===== src/rtl/qualified_field_splitter_assert.svh =====
// Assertion macros shared by the splitter RTL.
// Depends on nothing; included at the end of the modules that check themselves.
`ifndef QUALIFIED_FIELD_SPLITTER_ASSERT_SVH
`define QUALIFIED_FIELD_SPLITTER_ASSERT_SVH

// Property must hold on every clock edge outside reset.
`define QFS_ASSERT(lbl, clk, rstn, prop, msg) \
  lbl: assert property (@(posedge clk) disable iff (!rstn) (prop)) else $error(msg);

// Expression must never be true outside reset.
`define QFS_NEVER(lbl, clk, rstn, expr, msg) \
  lbl: assert property (@(posedge clk) disable iff (!rstn) !(expr)) else $error(msg);

`endif


===== src/rtl/qfs_pkg.sv =====
// Shared types for the qualified field splitter: result kinds and queue entry.
// No dependencies.
`default_nettype none

package qfs_pkg;

  typedef enum logic [1:0] {
    KIND_CHAR = 2'd0,
    KIND_PART = 2'd1,
    KIND_DONE = 2'd2,
    KIND_ERR  = 2'd3
  } qfs_kind_e;

  // Up to two results per input beat; the second is always DONE or ERR after a PART.
  typedef struct packed {
    logic      first_v;
    qfs_kind_e first_k;
    logic      second_v;
    qfs_kind_e second_k;
  } qfs_op_t;

  localparam int unsigned CFG_IDX_W = 2;

  localparam logic [CFG_IDX_W-1:0] CFG_SEPARATOR = 2'd0;
  localparam logic [CFG_IDX_W-1:0] CFG_QUALIFIER = 2'd1;
  localparam logic [CFG_IDX_W-1:0] CFG_KEEP_EMPTY = 2'd2;

endpackage

`default_nettype wire


===== src/rtl/qfs_front.sv =====
// Front end: config registers, parse state and per-beat classification.
// Depends on qfs_pkg.
`default_nettype none

module qfs_front import qfs_pkg::*; #(
  parameter int unsigned CHAR_WIDTH = 16
) (
  input  wire logic                  clk_i,
  input  wire logic                  rst_ni,
  input  wire logic                  cfg_we_i,
  input  wire logic [CFG_IDX_W-1:0]  cfg_idx_i,
  input  wire logic [CHAR_WIDTH-1:0] cfg_data_i,
  input  wire logic                  accept_i,
  input  wire logic [CHAR_WIDTH-1:0] code_unit_i,
  input  wire logic                  end_of_text_i,
  output qfs_op_t                    op_o,
  output logic      [CHAR_WIDTH-1:0] char_o
);

  localparam logic [2:0] PH_START  = 3'd0;
  localparam logic [2:0] PH_PLAIN  = 3'd1;
  localparam logic [2:0] PH_QUOTED = 3'd2;
  localparam logic [2:0] PH_CLOSED = 3'd3;
  localparam logic [2:0] PH_FAILED = 3'd4;

  logic [CHAR_WIDTH-1:0] sep_q, qual_q;
  logic                  keep_q;
  logic [2:0]            phase_q, phase_d;
  logic                  has_q, has_d;

  logic is_q, is_sep, close_ok;
  logic want_part, want_char, want_done, want_err;

  assign is_q     = (qual_q != '0) && (code_unit_i == qual_q);
  assign is_sep   = (code_unit_i == sep_q);
  assign close_ok = has_q | keep_q;

  always_comb begin
    want_part = 1'b0;
    want_char = 1'b0;
    want_done = 1'b0;
    want_err  = 1'b0;
    phase_d   = phase_q;
    has_d     = has_q;
    if (end_of_text_i) begin
      unique case (phase_q)
        PH_START, PH_PLAIN, PH_CLOSED: begin
          want_part = close_ok;
          want_done = 1'b1;
        end
        PH_QUOTED: want_err = 1'b1;
        default: ;
      endcase
      phase_d = PH_START;
      has_d   = 1'b0;
    end else begin
      unique case (phase_q)
        PH_START: begin
          priority if (is_q) begin
            phase_d = PH_QUOTED;
            has_d   = 1'b0;
          end else if (is_sep) begin
            want_part = close_ok;
            has_d     = 1'b0;
          end else begin
            want_char = 1'b1;
            has_d     = 1'b1;
            phase_d   = PH_PLAIN;
          end
        end
        PH_PLAIN: begin
          if (is_sep) begin
            want_part = close_ok;
            has_d     = 1'b0;
            phase_d   = PH_START;
          end else begin
            want_char = 1'b1;
            has_d     = 1'b1;
          end
        end
        PH_QUOTED: begin
          if (is_q) begin
            phase_d = PH_CLOSED;
          end else begin
            want_char = 1'b1;
            has_d     = 1'b1;
          end
        end
        PH_CLOSED: begin
          want_part = close_ok;
          has_d     = 1'b0;
          if (is_sep) begin
            phase_d = PH_START;
          end else begin
            want_err = 1'b1;
            phase_d  = PH_FAILED;
          end
        end
        default: ;
      endcase
    end
  end

  // Pack: PART always leads; CHAR stands alone; DONE/ERR trail a PART if any.
  always_comb begin
    op_o.first_v  = want_part | want_char | want_done | want_err;
    op_o.first_k  = want_part ? KIND_PART :
                    want_char ? KIND_CHAR :
                    want_done ? KIND_DONE : KIND_ERR;
    op_o.second_v = want_part & (want_done | want_err);
    op_o.second_k = want_done ? KIND_DONE : KIND_ERR;
    char_o        = want_char ? code_unit_i : '0;
  end

  always_ff @(posedge clk_i or negedge rst_ni) begin
    if (!rst_ni) begin
      sep_q   <= CHAR_WIDTH'(44);
      qual_q  <= CHAR_WIDTH'(34);
      keep_q  <= 1'b1;
      phase_q <= PH_START;
      has_q   <= 1'b0;
    end else begin
      if (cfg_we_i) begin
        unique case (cfg_idx_i)
          CFG_SEPARATOR:  sep_q  <= cfg_data_i;
          CFG_QUALIFIER:  qual_q <= cfg_data_i;
          CFG_KEEP_EMPTY: keep_q <= cfg_data_i[0];
          default: ;
        endcase
      end
      if (accept_i) begin
        phase_q <= phase_d;
        has_q   <= has_d;
      end
    end
  end

`include "qualified_field_splitter_assert.svh"

  `QFS_ASSERT(a_eot_restarts, clk_i, rst_ni, accept_i && end_of_text_i |=> phase_q == PH_START, "end of text did not return to start")
  `QFS_ASSERT(a_second_after_part, clk_i, rst_ni, op_o.second_v |-> op_o.first_k == KIND_PART, "second result without leading part")

endmodule

`default_nettype wire


===== src/rtl/qfs_fifo.sv =====
// Small queue between the classifier and the result stage.
// No package dependency.
`default_nettype none

module qfs_fifo #(
  parameter int unsigned WIDTH = 22,
  parameter int unsigned DEPTH = 4
) (
  input  wire logic             clk_i,
  input  wire logic             rst_ni,
  input  wire logic             push_i,
  input  wire logic [WIDTH-1:0] din_i,
  output logic                  full_o,
  input  wire logic             pop_i,
  output logic                  empty_o,
  output logic      [WIDTH-1:0] dout_o
);

  localparam int unsigned PTR_W = $clog2(DEPTH);
  localparam int unsigned CNT_W = $clog2(DEPTH + 1);

  logic [WIDTH-1:0] mem_q [DEPTH];
  logic [PTR_W-1:0] wr_q, rd_q;
  logic [CNT_W-1:0] count_q;
  logic             do_push, do_pop;

  assign full_o  = (count_q == CNT_W'(DEPTH));
  assign empty_o = (count_q == '0);
  assign do_push = push_i & ~full_o;
  assign do_pop  = pop_i & ~empty_o;
  assign dout_o  = mem_q[rd_q];

  always_ff @(posedge clk_i) begin
    if (do_push) begin
      mem_q[wr_q] <= din_i;
    end
  end

  always_ff @(posedge clk_i or negedge rst_ni) begin
    if (!rst_ni) begin
      wr_q    <= '0;
      rd_q    <= '0;
      count_q <= '0;
    end else begin
      if (do_push) begin
        wr_q <= (wr_q == PTR_W'(DEPTH - 1)) ? '0 : wr_q + PTR_W'(1);
      end
      if (do_pop) begin
        rd_q <= (rd_q == PTR_W'(DEPTH - 1)) ? '0 : rd_q + PTR_W'(1);
      end
      if (do_push && !do_pop) begin
        count_q <= count_q + CNT_W'(1);
      end else if (do_pop && !do_push) begin
        count_q <= count_q - CNT_W'(1);
      end
    end
  end

`include "qualified_field_splitter_assert.svh"

  `QFS_NEVER(a_fifo_overfill, clk_i, rst_ni, count_q > CNT_W'(DEPTH), "queue count above depth")

endmodule

`default_nettype wire


===== src/rtl/qfs_emit.sv =====
// Result stage: output register that steps through one or two results per entry.
// Depends on qfs_pkg.
`default_nettype none

module qfs_emit import qfs_pkg::*; #(
  parameter int unsigned CHAR_WIDTH = 16
) (
  input  wire logic                  clk_i,
  input  wire logic                  rst_ni,
  input  wire logic                  head_valid_i,
  input  wire qfs_op_t               head_op_i,
  input  wire logic [CHAR_WIDTH-1:0] head_char_i,
  output logic                       head_pop_o,
  input  wire logic                  pop_i,
  output logic                       empty_o,
  output logic      [1:0]            kind_o,
  output logic      [CHAR_WIDTH-1:0] part_char_o
);

  logic                  out_v_q;
  logic                  out_sel_q;
  qfs_op_t               out_op_q;
  logic [CHAR_WIDTH-1:0] out_char_q;
  logic                  last, take, load;

  assign last       = out_sel_q | ~out_op_q.second_v;
  assign take       = pop_i & out_v_q;
  assign load       = (~out_v_q | (take & last)) & head_valid_i;
  assign head_pop_o = load;

  always_ff @(posedge clk_i or negedge rst_ni) begin
    if (!rst_ni) begin
      out_v_q   <= 1'b0;
      out_sel_q <= 1'b0;
      out_op_q  <= '0;
    end else begin
      if (load) begin
        out_v_q   <= 1'b1;
        out_sel_q <= 1'b0;
        out_op_q  <= head_op_i;
      end else if (take && !last) begin
        out_sel_q <= 1'b1;
      end else if (take) begin
        out_v_q   <= 1'b0;
      end
    end
  end

  always_ff @(posedge clk_i) begin
    if (load) begin
      out_char_q <= head_char_i;
    end
  end

  assign empty_o     = ~out_v_q;
  assign kind_o      = out_sel_q ? out_op_q.second_k : out_op_q.first_k;
  assign part_char_o = out_sel_q ? '0 : out_char_q;

`include "qualified_field_splitter_assert.svh"

  `QFS_NEVER(a_sel_needs_second, clk_i, rst_ni, out_v_q && out_sel_q && !out_op_q.second_v, "second slot shown without second result")
  `QFS_ASSERT(a_second_follows, clk_i, rst_ni, take && !last |=> out_v_q && out_sel_q, "second result of a beat lost")

endmodule

`default_nettype wire


===== src/rtl/qualified_field_splitter.sv =====
// Path: an accepted beat's results are written into the queue, then loaded into the output
//   register once it is free; the output register drives the ports.
// Throughput: one input beat per cycle while the queue has room; one result per cycle
//   out while pop is high, so a two-result beat holds the output register for two pops.
// Reset (rst_ni low, async): queue and output emptied, parser at start of a part,
//   separator ',', qualifier '"', empty parts kept.
`default_nettype none

module qualified_field_splitter import qfs_pkg::*; #(
  parameter int unsigned CHAR_WIDTH = 16,
  parameter int unsigned QDEPTH     = 4
) (
  input  wire logic                  clk_i,
  input  wire logic                  rst_ni,
  // configuration writes, only while idle
  input  wire logic                  cfg_we_i,
  input  wire logic [CFG_IDX_W-1:0]  cfg_idx_i,
  input  wire logic [CHAR_WIDTH-1:0] cfg_data_i,
  // input beats
  input  wire logic                  push,
  output logic                       full,
  input  wire logic [CHAR_WIDTH-1:0] code_unit_i,
  input  wire logic                  end_of_text_i,
  // result beats
  output logic                       empty,
  input  wire logic                  pop,
  output logic      [1:0]            kind_o,
  output logic      [CHAR_WIDTH-1:0] part_char_o
);

  localparam int unsigned OP_W    = $bits(qfs_op_t);
  localparam int unsigned ENTRY_W = OP_W + CHAR_WIDTH;

  logic                  accept;
  qfs_op_t               front_op;
  logic [CHAR_WIDTH-1:0] front_char;
  logic                  q_full, q_empty, q_pop;
  logic [ENTRY_W-1:0]    q_dout;
  qfs_op_t               head_op;
  logic [CHAR_WIDTH-1:0] head_char;

  // A beat is taken whenever the queue has room; parser state moves on the same edge.
  assign full   = q_full;
  assign accept = push & ~q_full;

  qfs_front #(
    .CHAR_WIDTH (CHAR_WIDTH)
  ) u_front (
    .clk_i         (clk_i),
    .rst_ni        (rst_ni),
    .cfg_we_i      (cfg_we_i),
    .cfg_idx_i     (cfg_idx_i),
    .cfg_data_i    (cfg_data_i),
    .accept_i      (accept),
    .code_unit_i   (code_unit_i),
    .end_of_text_i (end_of_text_i),
    .op_o          (front_op),
    .char_o        (front_char)
  );

  // Only beats that produce at least one result occupy a queue slot.
  qfs_fifo #(
    .WIDTH (ENTRY_W),
    .DEPTH (QDEPTH)
  ) u_fifo (
    .clk_i   (clk_i),
    .rst_ni  (rst_ni),
    .push_i  (accept & front_op.first_v),
    .din_i   ({front_op, front_char}),
    .full_o  (q_full),
    .pop_i   (q_pop),
    .empty_o (q_empty),
    .dout_o  (q_dout)
  );

  assign head_op   = qfs_op_t'(q_dout[ENTRY_W-1:CHAR_WIDTH]);
  assign head_char = q_dout[CHAR_WIDTH-1:0];

  // Output register; steps through the second result of an entry before refilling.
  qfs_emit #(
    .CHAR_WIDTH (CHAR_WIDTH)
  ) u_emit (
    .clk_i        (clk_i),
    .rst_ni       (rst_ni),
    .head_valid_i (~q_empty),
    .head_op_i    (head_op),
    .head_char_i  (head_char),
    .head_pop_o   (q_pop),
    .pop_i        (pop),
    .empty_o      (empty),
    .kind_o       (kind_o),
    .part_char_o  (part_char_o)
  );

endmodule

`default_nettype wire

===== config.mk =====
export PLATFORM = sky130hd
export DESIGN_NAME = qualified_field_splitter
export DESIGN_NICKNAME = d
export VERILOG_FILES = /design/src/rtl/qfs_pkg.sv /design/src/rtl/qfs_front.sv /design/src/rtl/qfs_fifo.sv /design/src/rtl/qfs_emit.sv /design/src/rtl/qualified_field_splitter.sv
export VERILOG_INCLUDE_DIRS = /design/src /design/src/rtl
export SDC_FILE = /design/constraint.sdc
export NUM_CORES = 1
export LEC_CHECK = 0
export BUFFER_PORTS_ARGS = -buffer_cell sky130_fd_sc_hd__buf_2
export CORE_MARGIN = 2
export CORE_UTILIZATION = 25
export DETAILED_ROUTE_END_ITERATION = 16
export SLEW_MARGIN = 20
export SYNTH_ARGS = -nofsm -noshare
export SYNTH_HDL_FRONTEND = slang
export SYNTH_HIERARCHICAL = 1
export SYNTH_SLANG_ARGS = --single-unit

===== constraint.sdc =====
create_clock -name clk_i -period 3.2 [get_ports clk_i]
set_input_delay 0.64 -clock clk_i [delete_from_list [all_inputs] [get_ports clk_i]]
set_output_delay 0.64 -clock clk_i [all_outputs]
set_load 0.005 [all_outputs]

# Yosys cells after proc, flatten, opt, wreduce, memory -nomap -nowiden
# Memory sizes are Yosys's and may differ from the RTL's.
# Cells that the tools add are included.
dict set report totals {
  latch_bits 0
  mem_bits_ro 0
  mem_bits_rw 84
  out_inout_bits 20
  reg_bits 67
  inputBits 40
  n_memories 1
}
dict set report classes {
  muxes 42
  n_eq_ne 15
  n_addsub 4
  shifts 0
  n_div 0
  n_mul 0
  bitwise 19
  magnitude_cmp 0
  reduce_logical 22
}
# name words width read_ports rd_ports_with_merged_regs wr line
set memory_table {}
lappend memory_table {u_fifo.mem_q 4 21 1 0 1 qfs_fifo.sv:22} ;# logic [WIDTH-1:0] mem_q [DEPTH];
# operator count
set ops {}
lappend ops {{16-bit equality test} 2}
lappend ops {{16-bit 2-to-1 mux} 2}
lappend ops {{3-bit 2-to-1 mux} 8}
lappend ops {{1-bit 2-to-1 mux} 23}
lappend ops {{16-bit nonzero test} 1}
lappend ops {{3-bit one-hot mux with 4 select lines} 1}
lappend ops {{2-bit 2-to-1 mux} 5}
lappend ops {{1-bit AND} 8}
lappend ops {{2-bit AND reduction} 4}
lappend ops {{1-bit OR} 7}
lappend ops {{2-bit equality test (second input constant)} 3}
lappend ops {{3-bit by 2-bit equality test with 1-bit output (second input constant)} 2}
lappend ops {{3-bit logical NOT} 2}
lappend ops {{3-bit by 2-bit inequality test with 1-bit output (second input constant)} 2}
lappend ops {{1-bit one-hot mux with 3 select lines} 2}
lappend ops {{2-bit nonzero test} 3}
lappend ops {{5-bit AND reduction} 1}
lappend ops {{5-bit nonzero test} 1}
lappend ops {{2-bit by 1-bit adder with 2-bit output (second input constant)} 2}
lappend ops {{1-bit logical AND} 4}
lappend ops {{4-bit by 3-bit inequality test with 1-bit output (second input constant)} 1}
lappend ops {{1-bit inverter} 4}
lappend ops {{1-bit one-hot mux with 4 select lines} 1}
lappend ops {{3-bit by 1-bit adder with 3-bit output (second input constant)} 1}
lappend ops {{other kinds (10)} 12}

# Depth between registers and ports, before layout
# Gate-level depths: netlist of the first run.
dict set report logic_depth {
  word_depth 14
  depth_mapped 15
}

# Modules after synthesis
# Netlist of the first run, hierarchy kept.
# mod area_each_um2 cells_each n_inst
set by_module_without_submodules {}
lappend by_module_without_submodules {qfs_fifo 3613.5 152 1}
lappend by_module_without_submodules {qfs_front 2154.6 191 1}
lappend by_module_without_submodules {qfs_emit 918.4 57 1}
lappend by_module_without_submodules {qualified_field_splitter 18.8 3 1}

# Least setup slack after synthesis of the first run
# Ideal clock, no wire load.
dict set report synth_timing {
  kind {input -> register}
  start {input code_unit_i[0]}
  end {register u_fifo.count_q[1]}
  cell_stages 13
  path_slack_ns -0.135
  t_arrival_ns 3.210
  path_buffers 1
  setup_ns 0.125
  cell_sequence {xor2_1 nor4_2 nand4_2 o21ai_2 a21oi_1 or3_1 and3b_1 nor2b_1 buf_2 ha_1 inv_1 fa_1 mux2_2}
}
# item line
set synth_rtl {}
lappend synth_rtl {{from (decl)} qualified_field_splitter.sv:22} ;# input wire logic [CHAR_WIDTH-1:0] code_unit_i,
lappend synth_rtl {{to (signal assigned)} qfs_fifo.sv:52} ;# count_q <= count_q + CNT_W'(1);
lappend synth_rtl {{to (signal assigned)} qfs_fifo.sv:54} ;# count_q <= count_q - CNT_W'(1);
lappend synth_rtl {{to (decl)} qfs_fifo.sv:24} ;# logic [CNT_W-1:0] count_q;

==> qor.yml, run 1 <==
setup_path:
  worst_setup_path_start_kind: "flop"
  worst_ep_required_time_ns: 3.51
  max_stage_delay_ns: 0.53
  slowest_stage: "sky130_fd_sc_hd__dfstp_2"
  critical_path_class: "flop to flop"
  crit_family: "simple AND/OR/NAND/NOR gates"
  worstPathCellList: "xor2_1 -> nor4_2 -> nand4_2 -> o21ai_2 -> a21oi_2 -> or3_1 -> and3b_1 -> nor2b_4 -> ha_4 -> inv_2 -> fa_2 -> mux2_2"
  critical_path_buf_inv_count: 1
  worst_ep_arrival_time_ns: 3.47
  timing.critical_path.fanout_max: 5
  worst_setup_path_end_kind: "flop"
layout:
  final-seq-area_um2: 4290
  antenna-diode-count: 0
  final_layout_size_suffix_gt1_share_pct: 42.5
  flow.area_growth_from_synthesis_pct: 23.5
  final_nets: 540
  layout.cell_area.non_filler_um2: 8100
  multi_input_comb_area_um2: 2190
  nFillCells: 2529
power:
  p_int_w: 0.00476
  power.combinational.fraction_pct: 28.1
  totalPowerFinal_w: 0.00675
  p_clk_share_pct: 28.2
  p_leak_nw: 3.03
  pwr_density_cell_nw_per_um2: 834
  power.share.switching_pct: 29.6
  share_seq_of_total_power_pct: 43.7
  switching_power_w: 0.00200
  irDropWorstVdd_mv: 0.356
route:
  met3_wirelength_um: 592
  postRouteAntennaNets: 0
  top_layer: "met4"
  routed_via_density: 4.28
  drt_first_pass_iters: 4
  routedLengthMet1_mm: 6.23
  routed-via-count: 3601
  routed_wire_length_per_instance_um: 16.5
  route.detailed.drc: 0
  drt_iter0_drc: 237
  route.final.wire_length_mm: 13.9
  wl_met2_mm: 6.86
sta:
  fin_skew_ns: 0.0144
  timing.final.hold_violations: 0
  worst_pin_slew_ns: 0.914
  fmaxAchievable_mhz: 316
  slew_headroom_pct: 38.9
  holdWs_ns: 0.132
  final_min_period_over_clock_period_pct: 98.9
  unrepaired_setup_endpoints_after_global_routing: "true"
  setup-violations-final: 0
  slew_viol_final: 0
  min_period_ns: 3.16
floorplanning:
  core_rows: 59
  ios: 60
  initial_utilization_pct: 25.3
  die_height_um: 166
  fp.coreArea_um2: 25900
  die_area_um2: 27600
  chip_width_um: 166
grt:
  total_grt_usage_pct: 10.4
  pin_count_of_the_biggest_net_entering_global_routing: 37
  antenna_violations_before_repair: 0
  first_global_vias: 3882
  grt_pass1_wl_mm: 21.6
  grt_overflow: 0
job:
  max_cap_viol_count: 0
synth:
  netlist_area_um2: 6560
  ys_warn_count: 6
  syn_inst: 398
  avgSynthCellArea_um2: 16.5
  synthesis.nets: 445
placement:
  quantity_of_i_o_buffers_inserted_on_ports: 59
  gp_congestion: 0.833
  post_place_instance_area_um2: 7480
  dp_hpwl_mm: 9.69
cts:
  tritoncts_clock_tree: "done"
  path_clk_slew_ns: 0.06
  ctsHtreeMaxLevel: 4
  clock_tree.buffer_depth: 2
  cts_hold_repair.buffers: 0
  root_buffer: "sky130_fd_sc_hd__clkbuf_16"
  cts_bufs_inserted: 17
  later_pin_clock_latency_in_the_skew_report_ns: 0.43
  numClockSinks: 151
worst_hold_path:
  hold_path_class: "input pin to async pin"
outcome:
  run_status: "finished, final reports clean"
final timing paths:
| path | from | to | slack, ns | cells after the start |
|---|---|---|---|---|
| setup / recovery | u_front/sep_q[2] | u_fifo/count_q[1] | 0.04 | 12 |
| hold / removal | rst_ni | u_emit/out_v_q | 0.13 | 1 |
| setup reg to reg | u_front/sep_q[2] | u_fifo/count_q[1] | 0.04 | 12 |
| hold reg to reg | u_emit/out_op_q[1] | u_emit/out_op_q[1] | 0.51 | 1 |
| max in group asynchronous | rst_ni | u_front/sep_q[2] | 2.22 | 2 |
| min in group clk_i | cfg_data_i[8] | u_front/qual_q[8] | 0.46 | 2 |
flip-flops by register name, indices dropped and copies added, names as in the netlist, 2 cells and up:
signal             count
u_front/sep_q         16
u_front/phase_q        3
u_emit/out_op_q        5
u_emit/out_char_q     16
u_fifo/mem_q          84
u_fifo/wr_q            2
u_fifo/count_q         3
u_fifo/rd_q            2
u_front/qual_q        16
stage by stage:
stage	utilization (%)	setup slack [ns]	setup TNS (ns)	cells
floorplan	-	-0.00993	-0.00993	398
global placement	28.9	-0.278	-9.86	806
detailed placement	28.9	-0.389	-16.21	806
CTS	31.1	0.00377	0	839
global route	31.3	-0.0877	-0.109	841
finish	31.3	0.0361	0	841
worst register-to-register path, delay by kind of cell (launching register included):
| family | cells | cell delay, ns |
|---|---|---|
| adder cells (fa/ha/maj) | 2 | 0.61 |
| XOR/XNOR | 1 | 0.07 |
| AO/OA/AOI/OAI | 2 | 0.32 |
| multiplexers | 1 | 0.27 |
| flip-flops | 1 | 0.53 |
| AND/OR/NAND/NOR | 5 | 1.20 |
| buffers and inverters | 1 | 0.06 |
metal layers:
metal / GRT usage [%] / vias to the layer above
met5: 0 / -
met2: 17.0 / 93
li1: - / 1678
met1: 13.0 / 1813
met3: 3.10 / 17
met4: 3.82 / 0
final cells by class:
cell class                      instances  area share [%]
Tap cell                              335            5.17
Clock buffer                           17            5.25
Clock inverter                         15            1.79
Inverter                               11           0.510
Timing Repair Buffer                   92            7.32
Multi-Input combinational cell        220            27.0
Sequential cell                       151            52.9
cells in the final DEF (no fill, tap or decap), types with 7 or more instances in the layout:
| cell type | n |
|---|---|
| sky130_fd_sc_hd__a21oi_1 | 7 |
| sky130_fd_sc_hd__and2_1 | 21 |
| sky130_fd_sc_hd__buf_2 | 59 |
| sky130_fd_sc_hd__buf_4 | 29 |
| sky130_fd_sc_hd__clkbuf_16 | 17 |
| sky130_fd_sc_hd__dfrtp_1 | 45 |
| sky130_fd_sc_hd__edfxtp_1 | 100 |
| sky130_fd_sc_hd__inv_1 | 10 |
| sky130_fd_sc_hd__mux2_2 | 42 |
| sky130_fd_sc_hd__mux4_2 | 21 |
| sky130_fd_sc_hd__nor2b_1 | 22 |
| sky130_fd_sc_hd__xnor2_1 | 9 |
| sky130_fd_sc_hd__xor2_1 | 25 |
what timing repair did:
action	CTS	global route
endpoints found under the setup margin	2	2
buffers inserted	1	2
gates resized for setup	0	7
pin swaps	1	9
power by group through the flow:
stage / registers [W] / clock network, W / logic (W)
final: 0.00295 / 0.00190 / 0.00190
after global routing: 0.00301 / 0.00205 / 0.00209
after CTS: 0.00295 / 0.00195 / 0.00193
after detailed placement: 0.00299 / 0 / 0.00192
after global placement: 0.00296 / 0 / 0.00185
after floorplan: 0.00289 / 0 / 0.00129
Note: power is estimated with default switching activity, not from simulation.
==> inputs of run 2 (changes only) <==
==> constraint.sdc (replaced) <==
create_clock -name clk_i -period 3.1 [get_ports clk_i]
set_input_delay 0.62 -clock clk_i [delete_from_list [all_inputs] [get_ports clk_i]]
set_output_delay 0.62 -clock clk_i [all_outputs]
set_load 0.005 [all_outputs]
==> run 2 against run 1 <==
Compared with the run above:
- combinational power about the same
- core utilization about the same
- non-clock buffer count down 1
- register-to-register slack lost 0.03 ns
- routed wire length fell by 1.4%
- clock-buffer cell count rose by 2
- power increased by 4.9%
- via count up 1.2%
- clock power rose by 11%
- final area increased by 0.11%
- global-route usage about the same
- critical path type unchanged
- critical endpoint unchanged
- highest routed layer unchanged
==> qor.yml, run 2 (synthesized netlist as in run 1, its figures left out) <==
outcome:
  run_status: "finished, final reports clean"
worst_hold_path:
  hold_path_class: "input pin to async pin"
floorplanning:
  fp.coreArea_um2: 25900  # unchanged
  core_rows: 59  # unchanged
  die_area_um2: 27600  # unchanged
  initial_utilization_pct: 25.3  # unchanged
  ios: 60  # unchanged
  chip_width_um: 166  # unchanged
  die_height_um: 166  # unchanged
sta:
  setup-violations-final: 0  # unchanged
  holdWs_ns: 0.150  # +0.0178 ns
  min_period_ns: 3.10  # -0.0656 ns
  worst_pin_slew_ns: 0.903  # -0.0104 ns
  slew_headroom_pct: 39.6  # +0.70 points
  timing.final.hold_violations: 0  # unchanged
  unrepaired_setup_endpoints_after_global_routing: "true"
  final_min_period_over_clock_period_pct: 99.9  # +1.1 points
  layout_setup_ws_ns: 0.00170  # -0.0344 ns
  fin_skew_ns: 0.00699  # -0.00737 ns
  fmaxAchievable_mhz: 323  # +2.1%
  slew_viol_final: 0  # unchanged
setup_path:
  crit_family: "simple AND/OR/NAND/NOR gates"
  critical_path_buf_inv_count: 1  # unchanged
  worstPathCellList: "xor2_1 -> nor4_2 -> nand4_2 -> nand2_1 -> a21oi_1 -> or3_1 -> and3b_1 -> nor2b_4 -> ha_4 -> inv_2 -> fa_1 -> mux2_2"
  worst_setup_path_end_kind: "flop"
  critical_path_class: "flop to flop"
  worst_setup_path_start_kind: "flop"
  crit_path_end: "u_fifo/count_q[1]"
  reg2regPathDepth: 12  # unchanged
  worst_ep_required_time_ns: 3.40  # -0.11 ns
  max_stage_delay_ns: 0.53  # about the same
  r2r_endpoint: "u_fifo/count_q[1]"
  critPathLaunch: "u_front/sep_q[3]"
  path_depth: 12  # unchanged
  slowest_stage: "sky130_fd_sc_hd__dfstp_2"
  timing.critical_path.fanout_max: 6  # +1
  worst_ep_arrival_time_ns: 3.40  # -0.07 ns
  r2r-start: "u_front/sep_q[3]"
  setup.reg_to_reg.worst_slack_ns: 0.002  # -0.03 ns
grt:
  antenna_violations_before_repair: 0  # unchanged
  first_global_vias: 3900  # +0.46%
  grt_overflow: 0  # unchanged
  total_grt_usage_pct: 10.4  # +0.038 points
  grt_pass1_wl_mm: 21.8  # +1.0%
  pin_count_of_the_biggest_net_entering_global_routing: 34  # -8.1%
layout:
  largest_register_ffs: 84  # unchanged
  finish.utilization_pct: 31.3  # +0.034 points
  flow.area_growth_from_synthesis_pct: 23.6
  antenna-diode-count: 0  # unchanged
  final_layout_size_suffix_gt1_share_pct: 41.0  # -1.5 points
  layout.cell_area.non_filler_um2: 8110  # +0.11%
  commonest_non_fill_non_tap_cell_in_the_layout: "sky130_fd_sc_hd__edfxtp_1"
  mostFrequentLayoutCells: "100 x sky130_fd_sc_hd__edfxtp_1, 59 x sky130_fd_sc_hd__buf_2, 45 x sky130_fd_sc_hd__dfrtp_1"
  largest-register: "u_fifo/mem_q"
  final_nets: 539  # -0.19%
power:
  irDropWorstVdd_mv: 0.444  # +25%
  share_seq_of_total_power_pct: 43.0  # -0.7 points
  p_int_w: 0.00512  # +7.7%
  power.share.switching_pct: 27.7  # -1.9 points
  pwr_density_cell_nw_per_um2: 873  # +4.8%
  p_leak_nw: 3.06  # +0.87%
  switching_power_w: 0.00196  # -1.9%
  power.combinational.fraction_pct: 27.2  # -0.9 points
  totalPowerFinal_w: 0.00708  # +4.9%
  p_clk_share_pct: 29.8  # +1.6 points
cts:
  tritoncts_clock_tree: "done"
  later_pin_clock_latency_in_the_skew_report_ns: 0.42  # about the same
  ctsHtreeMaxLevel: 4  # unchanged
  root_buffer: "sky130_fd_sc_hd__clkbuf_16"
  path_clk_slew_ns: 0.06  # about the same
  clock_tree.buffer_depth: 2  # unchanged
  numClockSinks: 151  # unchanged
  cts_bufs_inserted: 17  # unchanged
placement:
  pre_cts_slack_ns: -0.413  # -0.0245 ns
  post_place_instance_area_um2: 7480  # unchanged
  dp_hpwl_mm: 9.62  # -0.80%
  quantity_of_i_o_buffers_inserted_on_ports: 59  # unchanged
  gp_congestion: 0.816  # -2.1%
route:
  postRouteAntennaNets: 0  # unchanged
  routed_wire_length_per_instance_um: 16.3  # -1.3%
  routed_via_density: 4.34  # +1.3%
  drt_iter0_drc: 295  # +24%
  drt_first_pass_iters: 5  # +1
  routed-via-count: 3645  # +1.2%
  route.final.wire_length_mm: 13.7  # -1.4%
  route.detailed.drc: 0  # unchanged
job:
  max_cap_viol_count: 0  # unchanged
## run 2: cell count changes in the layout (fill, tap and decap cells not counted), sizes merged
| cell | delta |
|---|---|
| buf | -1 |
| bufinv | +3 |
| clkbuf | +2 |
| clkinv | +4 |
| clkinvlp | -4 |
| inv | -5 |
## run 2: repair_timing
action | 4_1_cts | 5_1_grt
gates resized for setup | 1 | 1
endpoints found under the setup margin | 2 | 2
pin swaps | 3 | 2
hold buffers | 0 | 0
buffers inserted | 0 | 2
## run 2: how the worst min path moves through the flow
stage	start	to	slack, ns
detailed placement	u_emit/out_op_q[1]	u_emit/out_op_q[1]	0.49
finish	rst_ni	u_emit/out_sel_q	0.15
floorplan	rst_ni	u_emit/out_op_q[0]	0.32
CTS	rst_ni	u_emit/out_sel_q	0.15
global route	rst_ni	u_emit/out_sel_q	0.16
global placement	u_emit/out_op_q[1]	u_emit/out_op_q[1]	0.48
## run 2: metal layers
metal  vias to the layer above  share of wire, %  global-route usage (%)  routed length [um]
met4                         0               1.7                    4.23                 233
li1                       1677                 -                       -                   -
met2                       102                48                    16.5                6560
met5                         -                 0                       0                   0
met1                      1848                46                    13.5                6340
met3                        18               3.9                    2.91                 532
## run 2: power groups by stage
stage / combinational [W] / sequential [W] / clock, W
after floorplan: 0.00133 / 0.00298 / 0
after global placement: 0.00191 / 0.00306 / 0
after detailed placement: 0.00197 / 0.00309 / 0
after CTS: 0.00198 / 0.00305 / 0.00217
after global routing: 0.00214 / 0.00311 / 0.00225
final: 0.00193 / 0.00305 / 0.00211
## run 2: layout make-up
type / instances / area (um2)
fillers: 2527 / 17800
flip-flops and latches: 151 / 4290
multi-input cells: 220 / 2170
repair buffers: 91 / 586
clock buffers: 19 / 433
well taps: 335 / 419
clock inverters: 13 / 179
inverters: 11 / 41.3
## run 2: through the flow
stage	instances	TNS (ns)
5_1_grt	840	-0.303
6_report	840	0
3_3_place_gp	806	-16.70
2_1_floorplan	398	-0.0899
4_1_cts	838	-0.0219
3_5_place_dp	806	-20.74
==> inputs of run 3 (changes only) <==
--- a/config.mk
+++ b/config.mk
@@ -7,9 +7,13 @@
 export NUM_CORES = 1
 export LEC_CHECK = 0
 export BUFFER_PORTS_ARGS = -buffer_cell sky130_fd_sc_hd__buf_2
+export CELL_PAD_IN_SITES_DETAIL_PLACEMENT = 0
+export CELL_PAD_IN_SITES_GLOBAL_PLACEMENT = 1
 export CORE_MARGIN = 2
 export CORE_UTILIZATION = 25
 export DETAILED_ROUTE_END_ITERATION = 16
+export PLACE_DENSITY_LB_ADDON = 0.1
+export SETUP_SLACK_MARGIN = 0.05
 export SLEW_MARGIN = 20
 export SYNTH_ARGS = -nofsm -noshare
 export SYNTH_HDL_FRONTEND = slang
==> run 3 against run 2 <==
Compared with the run above:
- combinational power barely moved
- die area unchanged
- via count is 1.9% lower
- sequential power hardly changed
- largest cell class unchanged
==> qor.yml, run 3 (synthesized netlist as in run 1, its figures left out) <==
placement:
  gp_congestion: 0.686  # -16%
  post-place-cells: 813  # +0.87%
  quantity_of_i_o_buffers_inserted_on_ports: 59  # unchanged
  dp_hpwl_mm: 10.1  # +4.9%
sta:
  slew_headroom_pct: 49.5  # +9.9 points
  fin_skew_ns: 0.0114  # +0.00445 ns
  slew_viol_final: 0  # unchanged
  final_min_period_over_clock_period_pct: 98.4  # -1.6 points
  worst_pin_slew_ns: 0.758  # -0.145 ns
  timing.final.hold_violations: 0  # unchanged
  setup-violations-final: 0  # unchanged
  min_period_ns: 3.05  # -0.0493 ns
  unrepaired_setup_endpoints_after_global_routing: "true"
  fmaxAchievable_mhz: 328  # +1.6%
cts:
  cts_bufs_inserted: 17  # unchanged
  clock_tree.buffer_depth: 2  # unchanged
  path_clk_slew_ns: 0.07  # about the same
  later_pin_clock_latency_in_the_skew_report_ns: 0.42  # about the same
  root_buffer: "sky130_fd_sc_hd__clkbuf_16"
  cts_hold_repair.buffers: 0  # unchanged
  tritoncts_clock_tree: "done"
  ctsHtreeMaxLevel: 4  # unchanged
  numClockSinks: 151  # unchanged
setup_path:
  crit_family: "simple AND/OR/NAND/NOR gates"
  worst_setup_path_start_kind: "flop"
  reg2regPathDepth: 13  # +1
  worstPathCellList: "xor2_1 -> nor4_2 -> buf_4 -> nand4_4 -> nand2_2 -> a21oi_1 -> or3_1 -> and3b_1 -> nor2b_4 -> ha_4 -> inv_2 -> fa_1 -> mux2_2"
  max_stage_delay_ns: 0.41  # -0.12 ns
  r2r-start: "u_front/sep_q[4]"
  r2r_endpoint: "u_fifo/count_q[1]"
  critical_path_class: "flop to flop"
  timing.critical_path.fanout_max: 5  # -1
  worst_ep_required_time_ns: 3.40  # about the same
  critical_path_buf_inv_count: 2  # +1
  worst_ep_arrival_time_ns: 3.35  # -0.05 ns
  worst_setup_path_end_kind: "flop"
  slowest_stage: "sky130_fd_sc_hd__dfrtp_1"
  setup.reg_to_reg.worst_slack_ns: 0.05  # +0.05 ns
layout:
  mostFrequentLayoutCells: "100 x sky130_fd_sc_hd__edfxtp_1, 59 x sky130_fd_sc_hd__buf_2, 45 x sky130_fd_sc_hd__dfrtp_1"
  antenna-diode-count: 0  # unchanged
  final_layout_size_suffix_gt1_share_pct: 43.7  # +2.7 points
  largest-register: "u_fifo/mem_q"
  nFillCells: 2553  # +1.0%
  final_nets: 547  # +1.5%
  largest_register_ffs: 84  # unchanged
  finish.cell_count_without_fillers: 848  # +0.95%
  flow.area_growth_from_synthesis_pct: 25.0
  commonest_non_fill_non_tap_cell_in_the_layout: "sky130_fd_sc_hd__edfxtp_1"
  finish.utilization_pct: 31.7  # +0.36 points
grt:
  first_global_vias: 3896  # -0.10%
  grt_overflow: 0  # unchanged
  total_grt_usage_pct: 11.1  # +0.68 points
  antenna_violations_before_repair: 0  # unchanged
  grt_pass1_wl_mm: 23.1  # +5.7%
  pin_count_of_the_biggest_net_entering_global_routing: 31  # -8.8%
route:
  route.final.wire_length_mm: 14.7  # +7.3%
  drt_iter0_drc: 142  # -52%
  drt_first_pass_iters: 4  # -1
  routed_wire_length_per_instance_um: 17.3  # +6.2%
  routed-via-count: 3575  # -1.9%
  route.detailed.drc: 0  # unchanged
  routed_via_density: 4.22  # -2.8%
  postRouteAntennaNets: 0  # unchanged
floorplanning:
  fp.coreArea_um2: 25900  # unchanged
  ios: 60  # unchanged
  chip_width_um: 166  # unchanged
  initial_utilization_pct: 25.3  # unchanged
  die_area_um2: 27600  # unchanged
  core_rows: 59  # unchanged
  die_height_um: 166  # unchanged
job:
  max_cap_viol_count: 0  # unchanged
power:
  irDropWorstVdd_mv: 0.368  # -17%
  pwr_density_cell_nw_per_um2: 866  # -0.80%
  p_leak_nw: 3.10  # +1.4%
worst_hold_path:
  hold_path_class: "input pin to async pin"
outcome:
  run_status: "finished, final reports clean"
run 3: cell types whose count changed in the layout (fill, tap and decap cells not counted), sizes merged:
cell / change
inv: +9
clkinvlp: +1
clkbuf: -2
buf: +8
bufinv: -2
clkinv: -6
run 3: worst max-delay path by stage:
stage / startpoint / endpoint / slack (ns) / cells after the start
after floorplan: code_unit_i[8] / u_fifo/count_q[1] / -0.09 / 13
after global placement: code_unit_i[0] / u_fifo/count_q[1] / -0.41 / 14
after detailed placement: code_unit_i[8] / u_fifo/count_q[2] / -0.44 / 15
after CTS: u_front/sep_q[4] / u_fifo/count_q[1] / 0.004 / 13
after global routing: u_front/sep_q[4] / u_fifo/count_q[1] / -0.09 / 13
final: u_front/sep_q[4] / u_fifo/count_q[1] / 0.05 / 13
run 3: where the power goes:
group | internal (W) | total (W) | switching, W
clock network | 0.00122 | 0.00212 | 0.000894
logic | 0.00103 | 0.00195 | 0.000920
registers | 0.00277 | 0.00305 | 0.000277
total | 0.00502 | 0.00711 | 0.00209
run 3: repair_timing:
item / 4_1_cts / 5_1_grt
gates resized for setup: 8 / 1
setup endpoints to repair: 86 / 65
pin swaps: 4 / 1
setup buffers: 1 / 2
endpoints found under the hold margin: 0 / 0
run 3: final cells by class:
cell class	instances	area [um2]	area share, %
sequential	151	4290	52.2
multi-input combinational	220	2210	26.9
timing repair buffer	99	646	7.87
clock buffer	17	425	5.19
tap	335	419	5.11
clock inverter	15	178	2.17
inverter	11	41.3	0.503
run 3: stage by stage:
| step | area [um2] | hold WS, ns | setup WS, ns | TNS (ns) | power (W) |
|---|---|---|---|---|---|
| after floorplan | 6580 | 0.324 | -0.0899 | -0.0899 | 0.00431 |
| after detailed placement | 7530 | 0.500 | -0.444 | -26.42 | 0.00510 |
| after global placement | 7530 | 0.489 | -0.412 | -24.62 | 0.00506 |
| after CTS | 8190 | 0.174 | 0.00435 | 0 | 0.00727 |
| final | 8200 | 0.167 | 0.0510 | 0 | 0.00711 |
| after global routing | 8200 | 0.195 | -0.0927 | -0.166 | 0.00755 |
run 3: metal layers:
| layer | GRT usage (%) | routed length, um | vias up | share of wire [%] |
|---|---|---|---|---|
| met5 | 0 | 0 | - | 0 |
| met1 | 14.3 | 6870 | 1808 | 47 |
| met3 | 2.31 | 408 | 11 | 2.8 |
| met2 | 18.5 | 7200 | 58 | 49 |
| li1 | - | - | 1698 | - |
| met4 | 3.74 | 175 | 0 | 1.2 |
run 3: worst register-to-register path: cells and delay by family, from the launching register on:
| family | cells | cell delay, ns |
|---|---|---|
| mux | 1 | 0.27 |
| fa+ha+maj | 2 | 0.58 |
| buf+inv | 2 | 0.23 |
| xor+xnor | 1 | 0.17 |
| compound gates | 1 | 0.06 |
| simple gates | 6 | 1.22 |
| flops | 1 | 0.41 |
